File: src/hw/rtl/utq_pkg.sv
package utq_pkg;

   // Flags carried with a finished field
   typedef struct packed {
      logic space_seen;
      logic multibyte_seen;
   } utq_flags_type;

   // UTF-8 byte classes
   localparam logic [7:0] CONT_MASK  = 8'hC0;
   localparam logic [7:0] CONT_TAG   = 8'h80;
   localparam logic [7:0] LEAD2_MASK = 8'hE0;
   localparam logic [7:0] LEAD2_TAG  = 8'hC0;
   localparam logic [7:0] LEAD3_MASK = 8'hF0;
   localparam logic [7:0] LEAD3_TAG  = 8'hE0;
   localparam logic [7:0] LEAD4_MASK = 8'hF8;
   localparam logic [7:0] LEAD4_TAG  = 8'hF0;

   // ASCII codes of interest
   localparam logic [7:0] CHAR_NUL   = 8'h00;
   localparam logic [7:0] CHAR_TAB   = 8'h09;
   localparam logic [7:0] CHAR_LF    = 8'h0A;
   localparam logic [7:0] CHAR_CR    = 8'h0D;
   localparam logic [7:0] CHAR_SPACE = 8'h20;
   localparam logic [7:0] CHAR_UC_A  = 8'h41;
   localparam logic [7:0] CHAR_UC_Z  = 8'h5A;
   localparam logic [7:0] CHAR_LC_A  = 8'h61;
   localparam logic [7:0] CHAR_LC_Z  = 8'h7A;

   // Scoring weights
   localparam logic signed [7:0] SCORE_BASE      = 8'sd50;
   localparam logic signed [7:0] BONUS_HIGH      = 8'sd20;
   localparam logic signed [7:0] BONUS_LOW       = 8'sd10;
   localparam logic signed [7:0] BONUS_SPACE     = 8'sd10;
   localparam logic signed [7:0] BONUS_MULTIBYTE = 8'sd15;
   localparam logic signed [7:0] PENALTY_CONTROL = 8'sd30;
   localparam logic signed [7:0] PENALTY_OTHER   = 8'sd20;
   localparam logic [6:0]        SCORE_MAX       = 7'd100;

endpackage

File: src/hw/rtl/utf8_text_quality_scorer.sv
// UTF-8 text quality scorer.
// Request channel (req_valid/req_ready): one byte of a text field per beat in
// req_byte_value; req_last_byte marks the field's final byte. Fields are never
// empty. A zero byte ends scanning; later bytes of that field are ignored.
// Response channel (rsp_valid/rsp_ready): one beat per field, rsp_quality_score
// in 0..100; a field with no decoded characters scores 0.
// Throughput: one byte per cycle while req_ready is high. Each accepted byte
// updates the counters and the pending-sequence tracker at the edge that accepts it.
// Path: a field's result goes through the snapshot register, which loads at the edge
// that accepts the last byte, and then the output register, which drives rsp_valid.
// Stall: a held response keeps its value; the snapshot register takes one
// more finished field, and req_ready drops only when both registers are full.
// Reset (synchronous, active high) clears all field state and both valids.
// Counters saturate at 2*MAX_BYTES-1.
module utf8_text_quality_scorer #(
   parameter int MAX_BYTES = 65536
) (
   input  logic       clock,
   input  logic       reset,
   input  logic       req_valid,
   output logic       req_ready,
   input  logic [7:0] req_byte_value,
   input  logic       req_last_byte,
   output logic       rsp_valid,
   input  logic       rsp_ready,
   output logic [6:0] rsp_quality_score
);
   import utq_pkg::*;

   localparam int CountWidth = $clog2(2 * MAX_BYTES);

   logic                  snap_valid, snap_ready;
   logic [CountWidth-1:0] snap_printable, snap_letter, snap_control, snap_char, snap_byte;
   utq_flags_type         snap_flags;

   utq_accum #(
      .MAX_BYTES (MAX_BYTES),
      .CountWidth(CountWidth)
   ) u_accum (
      .clock         (clock),
      .reset         (reset),
      .req_valid     (req_valid),
      .req_ready     (req_ready),
      .req_byte_value(req_byte_value),
      .req_last_byte (req_last_byte),
      .snap_ready    (snap_ready),
      .snap_valid    (snap_valid),
      .snap_printable(snap_printable),
      .snap_letter   (snap_letter),
      .snap_control  (snap_control),
      .snap_char     (snap_char),
      .snap_byte     (snap_byte),
      .snap_flags    (snap_flags)
   );

   utq_score #(
      .CountWidth(CountWidth)
   ) u_score (
      .clock            (clock),
      .reset            (reset),
      .snap_valid       (snap_valid),
      .snap_ready       (snap_ready),
      .snap_printable   (snap_printable),
      .snap_letter      (snap_letter),
      .snap_control     (snap_control),
      .snap_char        (snap_char),
      .snap_byte        (snap_byte),
      .snap_flags       (snap_flags),
      .rsp_valid        (rsp_valid),
      .rsp_ready        (rsp_ready),
      .rsp_quality_score(rsp_quality_score)
   );

endmodule

File: src/hw/rtl/utq_accum.sv
module utq_accum #(
   parameter int MAX_BYTES = 65536,
   parameter int CountWidth = 17
) (
   input  logic                      clock,
   input  logic                      reset,
   input  logic                      req_valid,
   output logic                      req_ready,
   input  logic [7:0]                req_byte_value,
   input  logic                      req_last_byte,
   input  logic                      snap_ready,
   output logic                      snap_valid,
   output logic [CountWidth-1:0]     snap_printable,
   output logic [CountWidth-1:0]     snap_letter,
   output logic [CountWidth-1:0]     snap_control,
   output logic [CountWidth-1:0]     snap_char,
   output logic [CountWidth-1:0]     snap_byte,
   output utq_pkg::utq_flags_type    snap_flags
);
   import utq_pkg::*;

   localparam logic [CountWidth-1:0] CountLimit = CountWidth'(2 * MAX_BYTES - 1);

   // Saturating add; amounts never exceed four
   function automatic logic [CountWidth-1:0] sat_add(input logic [CountWidth-1:0] cnt,
                                                     input logic [2:0] amt);
      logic [CountWidth:0] sum;
      sum = {1'b0, cnt} + (CountWidth + 1)'(amt);
      return (sum >= {1'b0, CountLimit}) ? CountLimit : sum[CountWidth-1:0];
   endfunction

   logic [1:0]            need_ff, need_in, gath_ff, gath_in, gath_inc;
   logic                  term_ff, term_in;
   logic                  space_ff, space_in, mb_ff, mb_in;
   logic [CountWidth-1:0] print_ff, print_in, letter_ff, letter_in;
   logic [CountWidth-1:0] ctrl_ff, ctrl_in, char_ff, char_in, byte_ff, byte_in;
   logic                  inc_byte, inc_char, inc_print, inc_letter;
   logic [2:0]            inc_ctrl;
   logic                  accept, snap_valid_ff, snap_valid_in;
   logic [CountWidth-1:0] snap_print_ff, snap_letter_ff, snap_ctrl_ff;
   logic [CountWidth-1:0] snap_char_ff, snap_byte_ff;
   utq_flags_type         snap_flags_ff;
   logic [7:0]            b;

   assign b         = req_byte_value;
   assign req_ready = !snap_valid_ff || snap_ready;
   assign accept    = req_valid && req_ready;

   // Per-beat decode and counter increments
   always_comb begin
      need_in    = need_ff;
      gath_in    = gath_ff;
      term_in    = term_ff;
      space_in   = space_ff;
      mb_in      = mb_ff;
      inc_byte   = 1'b0;
      inc_char   = 1'b0;
      inc_print  = 1'b0;
      inc_letter = 1'b0;
      inc_ctrl   = 3'd0;
      gath_inc   = gath_ff + 2'd1;
      if (!term_ff) begin
         if (need_ff != 2'd0 && (b & CONT_MASK) == CONT_TAG) begin
            // continuation of a pending sequence
            inc_byte = 1'b1;
            if (gath_inc >= need_ff) begin
               inc_char   = 1'b1;
               inc_print  = 1'b1;
               inc_letter = 1'b1;
               mb_in      = 1'b1;
               need_in    = 2'd0;
               gath_in    = 2'd0;
            end else begin
               gath_in = gath_inc;
            end
         end else begin
            // broken sequence: lead plus gathered bytes count as control
            if (need_ff != 2'd0) begin
               inc_ctrl = 3'd1 + {1'b0, gath_ff};
            end
            need_in = 2'd0;
            gath_in = 2'd0;
            if (b == CHAR_NUL) begin
               term_in = 1'b1;
            end else begin
               inc_byte = 1'b1;
               if (!b[7]) begin
                  inc_char = 1'b1;
                  if (b >= CHAR_SPACE) begin
                     inc_print = 1'b1;
                     if ((b >= CHAR_UC_A && b <= CHAR_UC_Z) ||
                         (b >= CHAR_LC_A && b <= CHAR_LC_Z)) begin
                        inc_letter = 1'b1;
                     end else if (b == CHAR_SPACE) begin
                        space_in = 1'b1;
                     end
                  end else if (b != CHAR_LF && b != CHAR_CR && b != CHAR_TAB) begin
                     inc_ctrl = inc_ctrl + 3'd1;
                  end
               end else if ((b & LEAD2_MASK) == LEAD2_TAG) begin
                  need_in = 2'd1;
               end else if ((b & LEAD3_MASK) == LEAD3_TAG) begin
                  need_in = 2'd2;
               end else if ((b & LEAD4_MASK) == LEAD4_TAG) begin
                  need_in = 2'd3;
               end else begin
                  inc_ctrl = inc_ctrl + 3'd1;
               end
            end
         end
      end
      // field ends mid-sequence
      if (req_last_byte && need_in != 2'd0) begin
         inc_ctrl = inc_ctrl + 3'd1 + {1'b0, gath_in};
      end
      print_in  = sat_add(print_ff,  {2'b00, inc_print});
      letter_in = sat_add(letter_ff, {2'b00, inc_letter});
      ctrl_in   = sat_add(ctrl_ff,   inc_ctrl);
      char_in   = sat_add(char_ff,   {2'b00, inc_char});
      byte_in   = sat_add(byte_ff,   {2'b00, inc_byte});
   end

   assign snap_valid_in = (snap_valid_ff && !snap_ready) || (accept && req_last_byte);

   // Field state; cleared at the end of each field
   always_ff @(posedge clock) begin
      if (reset || (accept && req_last_byte)) begin
         need_ff   <= 2'd0;
         gath_ff   <= 2'd0;
         term_ff   <= 1'b0;
         space_ff  <= 1'b0;
         mb_ff     <= 1'b0;
         print_ff  <= '0;
         letter_ff <= '0;
         ctrl_ff   <= '0;
         char_ff   <= '0;
         byte_ff   <= '0;
      end else if (accept) begin
         need_ff   <= need_in;
         gath_ff   <= gath_in;
         term_ff   <= term_in;
         space_ff  <= space_in;
         mb_ff     <= mb_in;
         print_ff  <= print_in;
         letter_ff <= letter_in;
         ctrl_ff   <= ctrl_in;
         char_ff   <= char_in;
         byte_ff   <= byte_in;
      end
   end

   // Snapshot register handed to the scoring stage
   always_ff @(posedge clock) begin
      if (reset) begin
         snap_valid_ff <= 1'b0;
      end else begin
         snap_valid_ff <= snap_valid_in;
      end
   end

   always_ff @(posedge clock) begin
      if (accept && req_last_byte) begin
         snap_print_ff                <= print_in;
         snap_letter_ff               <= letter_in;
         snap_ctrl_ff                 <= ctrl_in;
         snap_char_ff                 <= char_in;
         snap_byte_ff                 <= byte_in;
         snap_flags_ff.space_seen     <= space_in;
         snap_flags_ff.multibyte_seen <= mb_in;
      end
   end

   assign snap_valid     = snap_valid_ff;
   assign snap_printable = snap_print_ff;
   assign snap_letter    = snap_letter_ff;
   assign snap_control   = snap_ctrl_ff;
   assign snap_char      = snap_char_ff;
   assign snap_byte      = snap_byte_ff;
   assign snap_flags     = snap_flags_ff;

endmodule

File: src/hw/rtl/utq_score.sv
module utq_score #(
   parameter int CountWidth = 17
) (
   input  logic                      clock,
   input  logic                      reset,
   input  logic                      snap_valid,
   output logic                      snap_ready,
   input  logic [CountWidth-1:0]     snap_printable,
   input  logic [CountWidth-1:0]     snap_letter,
   input  logic [CountWidth-1:0]     snap_control,
   input  logic [CountWidth-1:0]     snap_char,
   input  logic [CountWidth-1:0]     snap_byte,
   input  utq_pkg::utq_flags_type    snap_flags,
   output logic                      rsp_valid,
   input  logic                      rsp_ready,
   output logic [6:0]                rsp_quality_score
);
   import utq_pkg::*;

   // room for twenty times a count
   localparam int ExtWidth = CountWidth + 5;

   logic [ExtWidth-1:0] p, l, c, t, n;
   logic signed [7:0]   sc;
   logic [6:0]          score_in, score_ff;
   logic                rsp_valid_ff;

   assign p = ExtWidth'(snap_printable);
   assign l = ExtWidth'(snap_letter);
   assign c = ExtWidth'(snap_control);
   assign t = ExtWidth'(snap_char);
   assign n = ExtWidth'(snap_byte);

   // Ratio tests as constant cross-multiplications, then clamp
   always_comb begin
      sc = SCORE_BASE;
      if (p * ExtWidth'(5) > t * ExtWidth'(4)) begin
         sc = sc + BONUS_HIGH;
      end else if (p * ExtWidth'(5) > t * ExtWidth'(3)) begin
         sc = sc + BONUS_LOW;
      end
      if (l * ExtWidth'(10) > t * ExtWidth'(3)) begin
         sc = sc + BONUS_HIGH;
      end else if (l * ExtWidth'(10) > t) begin
         sc = sc + BONUS_LOW;
      end
      if (snap_flags.space_seen && n > ExtWidth'(10)) begin
         sc = sc + BONUS_SPACE;
      end
      if (snap_flags.multibyte_seen) begin
         sc = sc + BONUS_MULTIBYTE;
      end
      if (c * ExtWidth'(10) > n) begin
         sc = sc - PENALTY_CONTROL;
      end
      if (p * ExtWidth'(2) < t) begin
         sc = sc - PENALTY_OTHER;
      end
      if (l * ExtWidth'(20) < t && !snap_flags.multibyte_seen) begin
         sc = sc - PENALTY_OTHER;
      end
      if (n < ExtWidth'(3)) begin
         sc = sc - PENALTY_OTHER;
      end
      if (t == '0 || sc < 8'sd0) begin
         score_in = 7'd0;
      end else if (sc > $signed({1'b0, SCORE_MAX})) begin
         score_in = SCORE_MAX;
      end else begin
         score_in = sc[6:0];
      end
   end

   assign snap_ready = !rsp_valid_ff || rsp_ready;

   // Output register
   always_ff @(posedge clock) begin
      if (reset) begin
         rsp_valid_ff <= 1'b0;
      end else if (snap_ready) begin
         rsp_valid_ff <= snap_valid;
      end
   end

   always_ff @(posedge clock) begin
      if (snap_ready && snap_valid) begin
         score_ff <= score_in;
      end
   end

   assign rsp_valid         = rsp_valid_ff;
   assign rsp_quality_score = score_ff;

endmodule

File: config.mk
export PLATFORM = sky130hd
export DESIGN_NAME = utf8_text_quality_scorer
export DESIGN_NICKNAME = d
export VERILOG_FILES = /design/src/hw/rtl/utq_pkg.sv /design/src/hw/rtl/utf8_text_quality_scorer.sv /design/src/hw/rtl/utq_accum.sv /design/src/hw/rtl/utq_score.sv
export SDC_FILE = /design/constraint.sdc
export NUM_CORES = 1
export LEC_CHECK = 0
export CAP_MARGIN = 10
export CORE_MARGIN = 5
export CORE_UTILIZATION = 30
export DETAILED_ROUTE_END_ITERATION = 6
export DONT_BUFFER_PORTS = 1
export PLACE_DENSITY = 0.43
export REMOVE_ABC_BUFFERS = 1
export SYNTH_ARGS = -nofsm -noshare
export SYNTH_HDL_FRONTEND = slang
export SYNTH_HIERARCHICAL = 1
export SYNTH_SLANG_ARGS = --single-unit
export TNS_END_PERCENT = 50
File: constraint.sdc
create_clock -name clock -period 10.9 [get_ports clock]
set_input_delay 1.635 -clock clock [delete_from_list [all_inputs] [get_ports clock]]
set_output_delay 1.635 -clock clock [all_outputs]
set_load 0.03 [all_outputs]
Word-level counts from Yosys, hierarchy flattened
Cells that the tools add are included.
{"block": "op_classes", "addsub": 18, "multipliers": 5, "n_lt_le_gt_ge": 22, "n_eq_ne": 8, "mux": 72, "reduce_logical": 27}
{"cell": "greater-or-equal comparator 18 x 17 -> 1 bit, second input constant", "count": 5}
{"cell": "2-to-1 mux 17 bit", "count": 5}
{"cell": "multiplier 17 x 3 -> 20 bit, second input constant", "count": 4}
{"cell": "adder 17 x 1 -> 18 bit", "count": 4}
{"cell": "2-to-1 mux 8 bit", "count": 9}
{"cell": "> comparator 22 x 17 -> 1 bit", "count": 2}
{"cell": "> comparator 22 bit", "count": 2}
{"cell": "2-to-1 mux 3 bit", "count": 13}
{"cell": "2-to-1 mux 1 bit", "count": 32}
{"cell": "subtractor 8 x 6 -> 8 bit, second input constant", "count": 4}
{"cell": "adder 8 x 5 -> 8 bit, second input constant", "count": 3}
{"cell": "!= test 8 x 4 -> 1 bit, second input constant", "count": 3}
{"cell": "zero test 22 bit", "count": 1}
{"cell": "less-than comparator 22 x 17 -> 1 bit", "count": 1}
{"cell": "2-to-1 mux 2 bit", "count": 11}
{"cell": "> comparator 20 x 19 -> 1 bit", "count": 1}
{"cell": "multiplier 17 x 2 -> 19 bit, second input constant", "count": 1}
{"cell": "adder 17 x 3 -> 18 bit", "count": 1}
{"cell": "less-than comparator 18 x 17 -> 1 bit", "count": 1}
{"cell": "> comparator 17 x 4 -> 1 bit, second input constant", "count": 1}
{"cell": "less-than comparator 17 x 2 -> 1 bit, second input constant", "count": 1}
{"cell": "greater-or-equal comparator 8 x 7 -> 1 bit, second input constant", "count": 2}
{"cell": "less-or-equal comparator 8 x 7 -> 1 bit, second input constant", "count": 2}
{"cell": "logical AND 1 bit", "count": 12}
{"cell": "other kinds (21)", "count": 31}
{"block": "totals", "register_bits": 188, "inputBits": 13, "output_inout_bits": 9, "wordCells": 173}

Logic depth before layout (Yosys ltp)
Gate-level depths: netlist of run 1.
{"block": "depth", "word_depth": 22, "mapped_depth": 52, "depth_no_buf": 51}

By module
Netlist of run 1, hierarchy kept.
{"module": "utq_accum", "n_inst": 1, "cells_per_inst": 919, "area_per_inst_um2": 8919.8, "seq_area_each_um2": 4474.3}
{"module": "utq_score", "n_inst": 1, "cells_per_inst": 977, "area_per_inst_um2": 7956.4, "seq_area_each_um2": 230.2}

Least setup slack after synthesis of run 1
OpenSTA, ideal clock, no wires.
{"block": "synth_path", "path_kind": "register to register", "startpoint": "register u_accum.snap_char_ff[0] (netlist: u_accum/snap_char[0])", "endpoint": "register u_score.score_ff[1] (netlist: u_score/rsp_quality_score[1]), data pin", "setup_time_ns": 0.157, "arrival_time_ns": 9.289, "required_time_ns": 10.743, "slack_ns": 1.454, "stages_incl_launch_ff": 51, "path_buffers": 2, "synth_period_minus_slack_ns": 9.446, "path_cell_list": "edfxtp_1 ha_1 fa_1 a21o_1 a21oi_1 o21bai_1 a21oi_1 o21bai_1 a21oi_1 o21bai_1 a21oi_1 o21bai_1 a21oi_1 o21bai_1 a21oi_1 inv_1 a21oi_1 nor2_1 (+15 left out) o31ai_1 a31oi_1 o31a_1 ha_1 a21boi_0 xnor2_1 ha_1 mux2_2 ha_1 nor2_1 nand4_1 mux2_4 o211ai_4 a21oi_1 o31a_1 or3_1 buf_6 nor3_1"}
{"block": "synth_between", "elab_chain_cells": 22, "word_cells_on_any_way": 31, "cone_classes": "add/sub (8); mul (1); order compare (8); mux (10); reduce/logical (4)"}
{"item": "start: declaration", "line": "utq_accum.sv:41", "rtl": "logic [CountWidth-1:0] snap_char_ff, snap_byte_ff;"}
{"item": "start signal: assignment", "line": "utq_accum.sv:166", "rtl": "snap_char_ff <= char_in;"}
{"item": "multiplier 17 x 2 -> 19 bit", "line": "utq_score.sv:39, utq_score.sv:42"}
{"item": "> comparator 22 bit", "line": "utq_score.sv:39", "rtl": "end else if (p * ExtWidth'(5) > t * ExtWidth'(3)) begin"}
{"item": "2-to-1 mux 4 bit", "line": "utq_score.sv:39"}
{"item": "2-to-1 mux 8 bit", "line": "utq_score.sv:37", "rtl": "if (p * ExtWidth'(5) > t * ExtWidth'(4)) begin"}
{"item": "adder 8 x 5 -> 8 bit", "line": "utq_score.sv:45", "rtl": "sc = sc + BONUS_LOW;"}
{"item": "2-to-1 mux 8 bit", "line": "utq_score.sv:44", "rtl": "end else if (l * ExtWidth'(10) > t) begin"}
{"item": "2-to-1 mux 8 bit", "line": "utq_score.sv:42", "rtl": "if (l * ExtWidth'(10) > t * ExtWidth'(3)) begin"}
{"item": "adder 8 x 5 -> 8 bit", "line": "utq_score.sv:48", "rtl": "sc = sc + BONUS_SPACE;"}
{"item": "(+6 left out)"}
{"item": "2-to-1 mux 8 bit", "line": "utq_score.sv:56", "rtl": "if (p * ExtWidth'(2) < t) begin"}
{"item": "subtractor 8 x 6 -> 8 bit", "line": "utq_score.sv:60", "rtl": "sc = sc - PENALTY_OTHER;"}
{"item": "2-to-1 mux 8 bit", "line": "utq_score.sv:59", "rtl": "if (l * ExtWidth'(20) < t && !snap_flags.multibyte_seen) begin"}
{"item": "subtractor 8 x 6 -> 8 bit", "line": "utq_score.sv:63", "rtl": "sc = sc - PENALTY_OTHER;"}
{"item": "2-to-1 mux 8 bit", "line": "utq_score.sv:62", "rtl": "if (n < ExtWidth'(3)) begin"}
{"item": "less-than comparator 8 x 1 -> 1 bit", "line": "utq_score.sv:65", "rtl": "if (t == '0 || sc < 8'sd0) begin"}
{"item": "logical OR 1 bit", "line": "utq_score.sv:65"}
{"item": "OR reduction 2 bit (no line)"}
{"item": "end signal: assignment", "line": "utq_score.sv:87", "rtl": "score_ff <= score_in;"}
{"item": "end: declaration", "line": "utq_score.sv:25", "rtl": "logic [6:0] score_in, score_ff;"}
Parallel ways exist; a longest one is shown, timed or not.
A chain may end at the register's enable or synchronous reset.

Worst setup path after layout of run 1
{"block": "layout_path", "startpoint": "register u_accum.snap_print_ff[4] (netlist: u_accum/snap_printable[4])", "endpoint": "register u_score.score_ff[1] (netlist: u_score/rsp_quality_score[1]), data pin"}
{"block": "layout_between", "elab_chain_cells": 22, "word_cells_on_any_way": 26, "cone_classes": "add/sub (8); mul (1); order compare (5); mux (10); reduce/logical (2)"}
{"item": "start: declaration", "line": "utq_accum.sv:40", "rtl": "logic [CountWidth-1:0] snap_print_ff, snap_letter_ff, snap_ctrl_ff;"}
{"item": "start signal: assignment", "line": "utq_accum.sv:163", "rtl": "snap_print_ff <= print_in;"}
{"item": "multiplier 17 x 3 -> 20 bit", "line": "utq_score.sv:37, utq_score.sv:39"}
{"item": "> comparator 22 bit", "line": "utq_score.sv:39"}
{"item": "2-to-1 mux 4 bit", "line": "utq_score.sv:39"}
{"item": "2-to-1 mux 8 bit", "line": "utq_score.sv:37"}
{"item": "adder 8 x 5 -> 8 bit", "line": "utq_score.sv:45"}
{"item": "2-to-1 mux 8 bit", "line": "utq_score.sv:44"}
{"item": "2-to-1 mux 8 bit", "line": "utq_score.sv:42"}
{"item": "adder 8 x 5 -> 8 bit", "line": "utq_score.sv:48"}
{"item": "(+6 left out)"}
{"item": "2-to-1 mux 8 bit *", "line": "utq_score.sv:56"}
{"item": "subtractor 8 x 6 -> 8 bit", "line": "utq_score.sv:60"}
{"item": "2-to-1 mux 8 bit *", "line": "utq_score.sv:59"}
{"item": "subtractor 8 x 6 -> 8 bit", "line": "utq_score.sv:63"}
{"item": "2-to-1 mux 8 bit *", "line": "utq_score.sv:62"}
{"item": "less-than comparator 8 x 1 -> 1 bit", "line": "utq_score.sv:65"}
{"item": "logical OR 1 bit", "line": "utq_score.sv:65"}
{"item": "OR reduction 2 bit (no line)"}
Every way passes the cells marked *; elsewhere a longest branch is shown, timed or not.

==> results of run 1 <==
routing by layer:
| layer | global-route usage | vias to the layer above | share of wire |
|---|---|---|---|
| met5 | 0 | - | 0 |
| met4 | 0.0424 | 0 | 0.018 |
| met3 | 0.0241 | 36 | 0.031 |
| met2 | 0.233 | 211 | 0.44 |
| met1 | 0.214 | 6657 | 0.51 |
| li1 | - | 7082 | - |
how the worst max path moves through the flow:
stage | endpoint | depth (start not counted)
after floorplan | u_score/rsp_quality_score[1]$_SDFFCE_PP0P_ | 48
after global placement | u_score/rsp_quality_score[1]$_SDFFCE_PP0P_ | 45
after detailed placement | u_score/rsp_quality_score[1]$_SDFFCE_PP0P_ | 45
after CTS | u_score/rsp_quality_score[1]$_SDFFCE_PP0P_ | 45
after global routing | u_score/rsp_quality_score[1]$_SDFFCE_PP0P_ | 49
final | u_score/rsp_quality_score[1]$_SDFFCE_PP0P_ | 47
logic make-up after synthesis:
group                    after synthesis  synth area share
AND/OR/NAND/NOR                      643             0.200
adder cells (fa/ha/maj)              261             0.196
flip-flops                           188             0.279
buffers and inverters                157            0.0377
AO/OA/AOI/OAI                        510             0.210
multiplexers                          16            0.0103
XOR/XNOR                             121            0.0672
flip-flops by register name, indices dropped and copies added, names as in the netlist:
register / cells
u_score/rsp_valid: 1
u_accum/snap_char: 17
u_accum/snap_printable: 17
u_accum/need_ff: 2
u_accum/space_ff: 1
u_accum/ctrl_ff: 17
u_accum/snap_flags: 2
u_accum/snap_byte: 17
u_accum/snap_valid: 1
u_accum/byte_ff: 17
u_accum/snap_letter: 17
u_accum/term_ff: 1
u_accum/mb_ff: 1
u_score/rsp_quality_score: 7
u_accum/letter_ff: 17
u_accum/char_ff: 17
u_accum/print_ff: 17
u_accum/gath_ff: 2
u_accum/snap_control: 17
cell usage after synthesis (28+ instances only):
| cell type | instances | area [um2] |
|---|---|---|
| ha_1 | 254 | 3180 |
| nand2_1 | 143 | 537 |
| a21oi_1 | 141 | 706 |
| nor2_1 | 129 | 484 |
| inv_1 | 96 | 360 |
| dfxtp_1 | 94 | 1880 |
| edfxtp_1 | 94 | 2820 |
| xnor2_1 | 92 | 806 |
| o21ai_0 | 89 | 445 |
| nor3_1 | 70 | 350 |
| nand3_1 | 53 | 265 |
| a21o_1 | 47 | 353 |
| and3_1 | 38 | 238 |
| nand4_1 | 35 | 219 |
| clkbuf_1 | 32 | 120 |
| nand2b_1 | 29 | 181 |
| and2_1 | 28 | 175 |
final cells by class:
class	count	area [um2]
Tap cell	756	946
Sequential cell	188	4700
Timing Repair Buffer	15	113
Multi-Input combinational cell	1551	11600
Clock inverter	14	166
Inverter	97	365
Fill cell	5856	37700
Clock buffer	18	429
timing repair:
action,4_1_cts,5_1_grt
hold buffers,0,0
setup buffers,0,3
endpoints found under the setup margin,0,7
resized for setup,0,18
worst reg2reg max path: cells and delay by family (launching register included):
kind	cells	cell delay, ns
buf+inv	1	0.19
fa+ha+maj	8	2.30
mux	2	0.46
xor+xnor	2	0.36
flops	1	0.45
simple gates	9	1.73
compound gates	25	4.60
stage by stage:
stage / setup TNS, ns / worst slack (ns) / cells / total power [mW] / area [um2]
6_report: 0 / 0.710 / 2639 / 2.56 / 18300
4_1_cts: 0 / 0.403 / 2636 / 2.58 / 18200
2_1_floorplan: 0 / 1.52 / 1836 / 1.66 / 16600
3_5_place_dp: 0 / 0.490 / 2604 / 1.90 / 17600
5_1_grt: -0.00475 / -0.00475 / 2639 / 2.75 / 18300
3_3_place_gp: 0 / 0.640 / 2604 / 1.89 / 17600
cells in the final DEF (no fill, tap or decap), drive strengths merged, types with 14 or more instances in the layout:
| cell | netlist | routed |
|---|---|---|
| a211oi | 19 | 19 |
| a21o | 47 | 47 |
| a21oi | 145 | 145 |
| a311oi | 25 | 25 |
| a31oi | 20 | 20 |
| and2 | 28 | 28 |
| and3 | 39 | 39 |
| and4 | 21 | 21 |
| buf | 26 | 15 |
| clkbuf | 34 | 18 |
| dfxtp | 94 | 94 |
| edfxtp | 94 | 94 |
| ha | 254 | 254 |
| inv | 97 | 99 |
| nand2 | 143 | 143 |
| nand2b | 30 | 30 |
| nand3 | 54 | 54 |
| nand4 | 36 | 36 |
| nor2 | 131 | 131 |
| nor2b | 23 | 23 |
| nor3 | 77 | 77 |
| nor4 | 17 | 17 |
| o211ai | 14 | 14 |
| o21a | 23 | 23 |
| o21ai | 91 | 91 |
| o21bai | 14 | 14 |
| xnor2 | 92 | 92 |
| xor2 | 25 | 25 |
power groups by stage:
stage / sequential [mW] / combinational (mW) / clock (mW)
2_1_floorplan: 0.813 / 0.848 / 0
3_3_place_gp: 0.821 / 1.07 / 0
3_5_place_dp: 0.821 / 1.08 / 0
4_1_cts: 0.805 / 1.09 / 0.683
5_1_grt: 0.807 / 1.24 / 0.704
6_report: 0.804 / 1.10 / 0.651
==> impl_metrics.yaml, run 1 <==
outcome:
  status: "finished clean"
clock_network:
  tritoncts: "yes"
  clk_latency_ns: 0.48
  cts_root_buffer: "clkbuf_16"
  clockBufferDepth: 2
  clkSlewWorstSetupHoldPaths_ns: 0.07
  cts_inserted_buffers: 17
  htreeDepth: 4
  cts.sinks: 188
power:
  p_switching_mw: 0.961
  swShare: 0.376
  peakVddDrop_v: 0.0000930
  p_per_area_mw_per_mm2: 140
  pwr-share-clk: 0.254
  p_leak_nw: 7.58
  p_seq_frac: 0.314
  p_int_mw: 1.60
  p_comb_frac: 0.431
drt:
  first_pass_iters: 5
  num_vias: 14000
  drc: 0
  wl_um: 45600
  wl_per_cell_um: 17.3
  routed_via_density: 5.30
  ant_nets: 0
  drtIter0Drc: 833
hold_path:
  hp-start: "u_accum/mb_ff$_SDFFE_PP0P_"
  hp-class: "reg -> reg"
  hold_path_end: "u_accum/mb_ff$_SDFFE_PP0P_"
  hold_depth: 1
logic_synthesis:
  synth-main-ff-cell: "edfxtp_1"
  synth-seq-cells: 188
  yosys_warnings: 6
  syn_area_mm2: 0.0169
  yosysSeqAreaShare: 0.279
  async_reset_ff_frac: 0
  synth_edf_count: 94
  synth_cell_types: 112
  syn_area_per_cell_um2: 8.90
  netlist_instances: 1896
critical_path:
  crit_required_ns: 11.22
  r2r_start: "u_accum/snap_printable[4]$_DFFE_PP_"
  r2r-end: "u_score/rsp_quality_score[1]$_SDFFCE_PP0P_"
  r2r.worst_path.cells: 47
  startpoint: "u_accum/snap_printable[4]$_DFFE_PP_"
  path_delay_family: "compound AO/OA/AOI/OAI gates"
  worstPathBufferInverterCount: 1
  end_kind: "register"
  crit_path_start_kind: "register"
  slowest_delay_ns: 0.45
  r2r_slack_ns: 0.71
  path_max_fanout: 7
  critical-path-slowest-cell: "edfxtp_1"
  worst-setup-path-type: "reg -> reg"
  arrival_ns: 10.51
grt:
  grt_pass1_wl_um: 73300
  grt_pass1_vias: 13300
  grt_max_degree: 64
  antenna_found_initial: 0
  grt_usage: 0.150
  overflow: 0
floorplan:
  dieWidth_um: 247
  die-height_um: 247
  start_util: 0.301
  die_area_mm2: 0.0611
  core_area_mm2: 0.0561
  ioPinCount: 22
  rows: 87
place:
  hpwl_um: 35200
  globalplace.congestion: 0.805
  port_buffers: 0
timing:
  fmax_mhz: 98.1
  hold_viol: 0
  skew_ns: 0.0137
  finalCriticalPeriod_ns: 10.19
  holdWs_ns: 0.465
  tightest_slew_ns: 1.09
  max_slew_margin: 0.267
  period_share: 0.935
  setup_violations: 0
  drv_slew: 0
final_layout:
  area_growth_pct: 8.64
  drive_gt1_frac: 0.0696
  post-route-util: 0.327
  n_antenna_cell: 0
  num-nets-final: 2143
run:
  drv_cap: 0
(Power assumes the default switching activity.)
==> inputs of run 2 (changes only) <==
--- a/config.mk
+++ b/config.mk
@@ -10,7 +10,8 @@
 export CORE_UTILIZATION = 30
 export DETAILED_ROUTE_END_ITERATION = 6
 export DONT_BUFFER_PORTS = 1
-export PLACE_DENSITY = 0.43
+export MAX_ROUTING_LAYER = met4
+export PLACE_DENSITY = 0.46
 export REMOVE_ABC_BUFFERS = 1
 export SYNTH_ARGS = -nofsm -noshare
 export SYNTH_HDL_FRONTEND = slang
==> impl_metrics.yaml, run 2 (synthesis results as in run 1) <==
critical_path:
  r2r-end: "u_score/rsp_quality_score[1]$_SDFFCE_PP0P_"
  crit_required_ns: 11.20
  slowest_delay_ns: 0.46
  path_delay_family: "compound AO/OA/AOI/OAI gates"
  worst-setup-path-type: "reg -> reg"
  r2r_start: "u_accum/snap_printable[4]$_DFFE_PP_"
  critical-path-slowest-cell: "or3b_2"
  cpMostUsedCell: "ha_1"
  end_kind: "register"
  r2r_slack_ns: 0.84
  startpoint: "u_accum/snap_printable[4]$_DFFE_PP_"
  worstPathBufferInverterCount: 0
  arrival_ns: 10.35
  crit_path_start_kind: "register"
  path_max_fanout: 10
  r2r.worst_path.cells: 47
  crit_end: "u_score/rsp_quality_score[1]$_SDFFCE_PP0P_"
  cp.depth: 47
power:
  p_leak_nw: 7.56
  finalPower_mw: 2.53
  p_per_area_mw_per_mm2: 138
  peakVddDrop_v: 0.000107
clock_network:
  clockBufferDepth: 2
  clk_latency_ns: 0.46
  tritoncts: "yes"
  cts.sinks: 188
  htreeDepth: 4
  clkSlewWorstSetupHoldPaths_ns: 0.07
  cts_inserted_buffers: 17
  cts_root_buffer: "clkbuf_16"
timing:
  tightest_slew_ns: 0.916
  hold_viol: 0
  rsz0062_at_grt: "false"
  skew_ns: 0.0113
  tns_ns: 0
  period_share: 0.923
  setup_violations: 0
  max_slew_margin: 0.386
  drv_slew: 0
  finalCriticalPeriod_ns: 10.06
  fmax_mhz: 99.4
final_layout:
  area_growth_pct: 8.42
  seq_area_mm2: 0.00470
  multi_input_area_mm2: 0.0116
  final_cell_mix: "254 x ha_1, 142 x nand2_1, 137 x a21oi_1, 127 x nor2_1, 96 x inv_1"
  fillCellCount: 5832
  n_antenna_cell: 0
  post-route-util: 0.326
  drive_gt1_frac: 0.0664
  num-nets-final: 2143
  final_common_cell: "ha_1"
floorplan:
  start_util: 0.301
  die-height_um: 247
  core_area_mm2: 0.0561
  dieWidth_um: 247
  rows: 87
  die_area_mm2: 0.0611
  ioPinCount: 22
place:
  globalplace.congestion: 0.836
  hpwl_um: 34600
  port_buffers: 0
grt:
  grt_max_degree: 65
  grt_pass1_wl_um: 71800
  grt_usage: 0.148
  overflow: 0
  grt_pass1_vias: 13400
  antenna_found_initial: 0
drt:
  num_vias: 13900
  ant_nets: 0
  wl_um: 44300
  first_pass_iters: 5
  drc: 0
  routed_via_density: 5.26
  wl_per_cell_um: 16.8
  drtIter0Drc: 722
run:
  drv_cap: 0
outcome:
  status: "finished clean"
hold_path:
  hp-class: "reg -> reg"
## run 2: final cells by class
cell class,instances,share of cell area
Inverter,97,0.0200
Sequential cell,188,0.257
Clock inverter,13,0.00773
Timing Repair Buffer,15,0.00615
Tap cell,756,0.0517
Multi-Input combinational cell,1551,0.634
Clock buffer,19,0.0237
## run 2: how the worst min path moves through the flow
stage	depth (start not counted)	end	from
after floorplan	1	u_accum/mb_ff$_SDFFE_PP0P_	u_accum/mb_ff$_SDFFE_PP0P_
after global placement	1	u_accum/mb_ff$_SDFFE_PP0P_	u_accum/mb_ff$_SDFFE_PP0P_
after detailed placement	1	u_accum/mb_ff$_SDFFE_PP0P_	u_accum/mb_ff$_SDFFE_PP0P_
after CTS	1	u_accum/mb_ff$_SDFFE_PP0P_	u_accum/mb_ff$_SDFFE_PP0P_
after global routing	1	u_accum/mb_ff$_SDFFE_PP0P_	u_accum/mb_ff$_SDFFE_PP0P_
final	1	u_accum/mb_ff$_SDFFE_PP0P_	u_accum/mb_ff$_SDFFE_PP0P_
## run 2: metal layers
metal	share of wire	global-route usage
met1	0.51	0.204
met2	0.44	0.231
met3	0.020	0.0181
met4	0.021	0.0434
met5	0	-
## run 2: repair_timing
action                     CTS  global route
buffers inserted             0             2
gates resized for setup      0            13
setup endpoints to repair    0             7
hold endpoints to repair     0             0
hold buffers                 0             0
## run 2: power breakdown
| group | internal (mW) | leakage, nW | switching [mW] | total (mW) |
|---|---|---|---|---|
| registers | 0.776 | 1.62 | 0.0285 | 0.804 |
| logic | 0.460 | 5.66 | 0.645 | 1.10 |
| clock network | 0.339 | 0.275 | 0.285 | 0.625 |
## run 2: metrics by stage
| stage | setup WS, ns | cell area [um2] | hold slack [ns] | cells |
|---|---|---|---|---|
| 6_report | 0.843 | 18300 | 0.466 | 2639 |
| 5_1_grt | 0.0410 | 18300 | 0.509 | 2639 |
| 4_1_cts | 0.546 | 18200 | 0.468 | 2637 |
| 3_5_place_dp | 0.626 | 17700 | 0.451 | 2605 |
| 3_3_place_gp | 0.739 | 17700 | 0.440 | 2605 |
| 2_1_floorplan | 1.52 | 16600 | 0.432 | 1836 |
==> inputs of run 3 (changes only) <==
--- a/config.mk
+++ b/config.mk
@@ -15,6 +15,5 @@
 export REMOVE_ABC_BUFFERS = 1
 export SYNTH_ARGS = -nofsm -noshare
 export SYNTH_HDL_FRONTEND = slang
-export SYNTH_HIERARCHICAL = 1
 export SYNTH_SLANG_ARGS = --single-unit
 export TNS_END_PERCENT = 50
==> impl_metrics.yaml, run 3 <==
clock_network:
  cts_root_buffer: "clkbuf_16"
  tritoncts: "yes"
  hold_buffers: 0
  clockBufferDepth: 2
  htreeDepth: 4
  cts.sinks: 188
  clkSlewWorstSetupHoldPaths_ns: 0.08
  clk_latency_ns: 0.49
  cts_inserted_buffers: 17
timing:
  skew_ns: 0.0202
  max_slew_margin: 0.289
  tightest_slew_ns: 1.06
  drv_slew: 0
  hold_viol: 0
  period_share: 0.942
  setup_violations: 0
  fmax_mhz: 97.4
  finalCriticalPeriod_ns: 10.27
run:
  drv_cap: 0
critical_path:
  worst-setup-path-type: "reg -> reg"
  r2r_slack_ns: 0.63
  path_max_fanout: 7
  r2r-end: "u_score.rsp_quality_score[1]$_SDFFCE_PP0P_"
  arrival_ns: 10.50
  r2r_start: "u_accum.snap_char[0]$_DFFE_PP_"
  end_kind: "register"
  slowest_delay_ns: 0.74
  critical-path-slowest-cell: "or4b_2"
  r2r.worst_path.cells: 44
  cpMostUsedCell: "ha_1"
  crit_required_ns: 11.13
  crit_path_start_kind: "register"
  worstPathBufferInverterCount: 1
  path_delay_family: "compound AO/OA/AOI/OAI gates"
logic_synthesis:
  netlist_instances: 1914
  synth_compound_area_frac: 0.156
  synth_edf_count: 94
  synth_mux_area_frac: 0.0176
  synth-seq-cells: 188
  synth_fa_ha_area_frac: 0.203
  yosysSeqAreaShare: 0.288
  synth-xor-area-share: 0.0836
  synth_simple_gate_area_share: 0.217
  synth_top_area_cell: "ha_1"
  yosys.area.top_type_share: 0.195
  ys_top_cells_by_area: "ha_1 19%, edfxtp_1 17%, dfxtp_1 12%, nor2_1 5.5%, xnor2_1 4.7%"
  synth-main-ff-cell: "edfxtp_1"
  synth_top_family_by_area: "simple AND/OR/NAND/NOR gates"
  synth_commonest_cells: "254 x ha_1, 241 x nor2_1, 189 x nand2_1"
  yosysMostFrequentCell: "ha_1"
  synth_cell_types: 99
  yosys_warnings: 0
  syn_area_per_cell_um2: 8.52
  syn_area_mm2: 0.0163
  async_reset_ff_frac: 0
drt:
  drc: 0
  ant_nets: 0
  first_pass_iters: 4
  wl_um: 42300
  wl_met2_um: 19300
  dr.max_layer_used: "met4"
  routed_via_density: 5.11
  wl_met1_um: 21200
  routed-wl-met3_um: 1210
  wl_per_cell_um: 16.3
  num_vias: 13200
  drtIter0Drc: 648
power:
  p_per_area_mw_per_mm2: 158
  peakVddDrop_v: 0.000115
  finalPower_mw: 2.77
  p_comb_frac: 0.464
  p_seq_frac: 0.310
  p_int_mw: 1.66
  p_switching_mw: 1.11
  swShare: 0.401
  p_leak_nw: 7.48
  pwr-share-clk: 0.226
floorplan:
  rows: 85
  ioPinCount: 22
  core_area_mm2: 0.0538
  dieWidth_um: 243
  start_util: 0.303
  die_area_mm2: 0.0591
  die-height_um: 243
grt:
  grt_usage: 0.148
  grt_pass1_wl_um: 69100
  grt_max_degree: 74
  grt_pass1_vias: 12900
  antenna_found_initial: 1
  overflow: 0
hold_path:
  hp-start: "u_accum.byte_ff[16]$_SDFFE_PP0P_"
  hold_depth: 2
  hold_path_end: "u_accum.byte_ff[16]$_SDFFE_PP0P_"
  hp-class: "reg -> reg"
final_layout:
  post-route-util: 0.327
  drive_gt1_frac: 0.0470
  num-nets-final: 2154
  final_cell_mix: "254 x ha_1, 239 x nor2_1, 188 x nand2_1, 138 x a21oi_1"
  final_common_cell: "ha_1"
  n_antenna_cell: 0
  design_area_mm2: 0.0176
  area_growth_pct: 7.91
place:
  port_buffers: 0
  globalplace.congestion: 0.841
  hpwl_um: 33100
  place_area_mm2: 0.0170
outcome:
  status: "finished clean"
==> run 3: what timing repair did <==
item,CTS,global route
buffers inserted,0,0
setup endpoints to repair,0,7
resized for setup,0,6
==> run 3: power groups by stage <==
stage               clock, mW  combinational [mW]  sequential [mW]
floorplan                   0                1.02            0.864
global placement            0                1.25            0.876
detailed placement          0                1.27            0.877
CTS                     0.655                1.28            0.861
global route            0.680                1.46            0.866
finish                  0.627                1.29            0.860
==> run 3: cell families after synthesis <==
group           Yosys count
simple gates            751
compound gates          393
fa+ha+maj               261
flops                   188
buf+inv                 148
xor+xnor                146
mux                      27
==> run 3: how the worst max path moves through the flow <==
| stage | from | endpoint | slack (ns) | cells after the start |
|---|---|---|---|---|
| 2_1_floorplan | u_accum.snap_char[0]$_DFFE_PP_ | u_score.rsp_quality_score[1]$_SDFFCE_PP0P_ | 1.54 | 46 |
| 3_3_place_gp | u_accum.snap_char[0]$_DFFE_PP_ | u_score.rsp_quality_score[4]$_SDFFCE_PP0P_ | 0.75 | 44 |
| 3_5_place_dp | u_accum.snap_char[0]$_DFFE_PP_ | u_score.rsp_quality_score[3]$_SDFFCE_PP0P_ | 0.52 | 44 |
| 4_1_cts | u_accum.snap_char[0]$_DFFE_PP_ | u_score.rsp_quality_score[3]$_SDFFCE_PP0P_ | 0.48 | 44 |
| 5_1_grt | u_accum.snap_char[0]$_DFFE_PP_ | u_score.rsp_quality_score[3]$_SDFFCE_PP0P_ | -0.01 | 44 |
| 6_report | u_accum.snap_char[0]$_DFFE_PP_ | u_score.rsp_quality_score[1]$_SDFFCE_PP0P_ | 0.63 | 44 |
==> run 3: area by class of cell <==
class,instances,area [um2]
Clock inverter,14,129
Tap cell,696,871
Fill cell,5616,36200
Sequential cell,188,4700
Clock buffer,18,439
Multi-Input combinational cell,1578,11100
Inverter,89,335
Timing Repair Buffer,6,45.0
==> run 3: routing by layer <==
metal  vias up  GRT usage
li1       6820          -
met1      6224      0.197
met2       161      0.236
met3        36     0.0246
met4         0     0.0374
met5         -          -
==> run 3: worst min-delay path: stages (launching register included) <==
cell and delay, ns:
dfxtp_1 0.34, nand2_1 0.06, a21oi_1 0.05
==> run 3: per-stage QoR <==
stage | setup WS [ns] | std cells | TNS, ns | hold WS (ns)
after global routing | -0.0126 | 2589 | -0.0159 | 0.525
after global placement | 0.746 | 2557 | 0 | 0.474
final | 0.630 | 2589 | 0 | 0.489
after CTS | 0.479 | 2589 | 0 | 0.492
after detailed placement | 0.520 | 2557 | 0 | 0.480
after floorplan | 1.54 | 1855 | 0 | 0.453
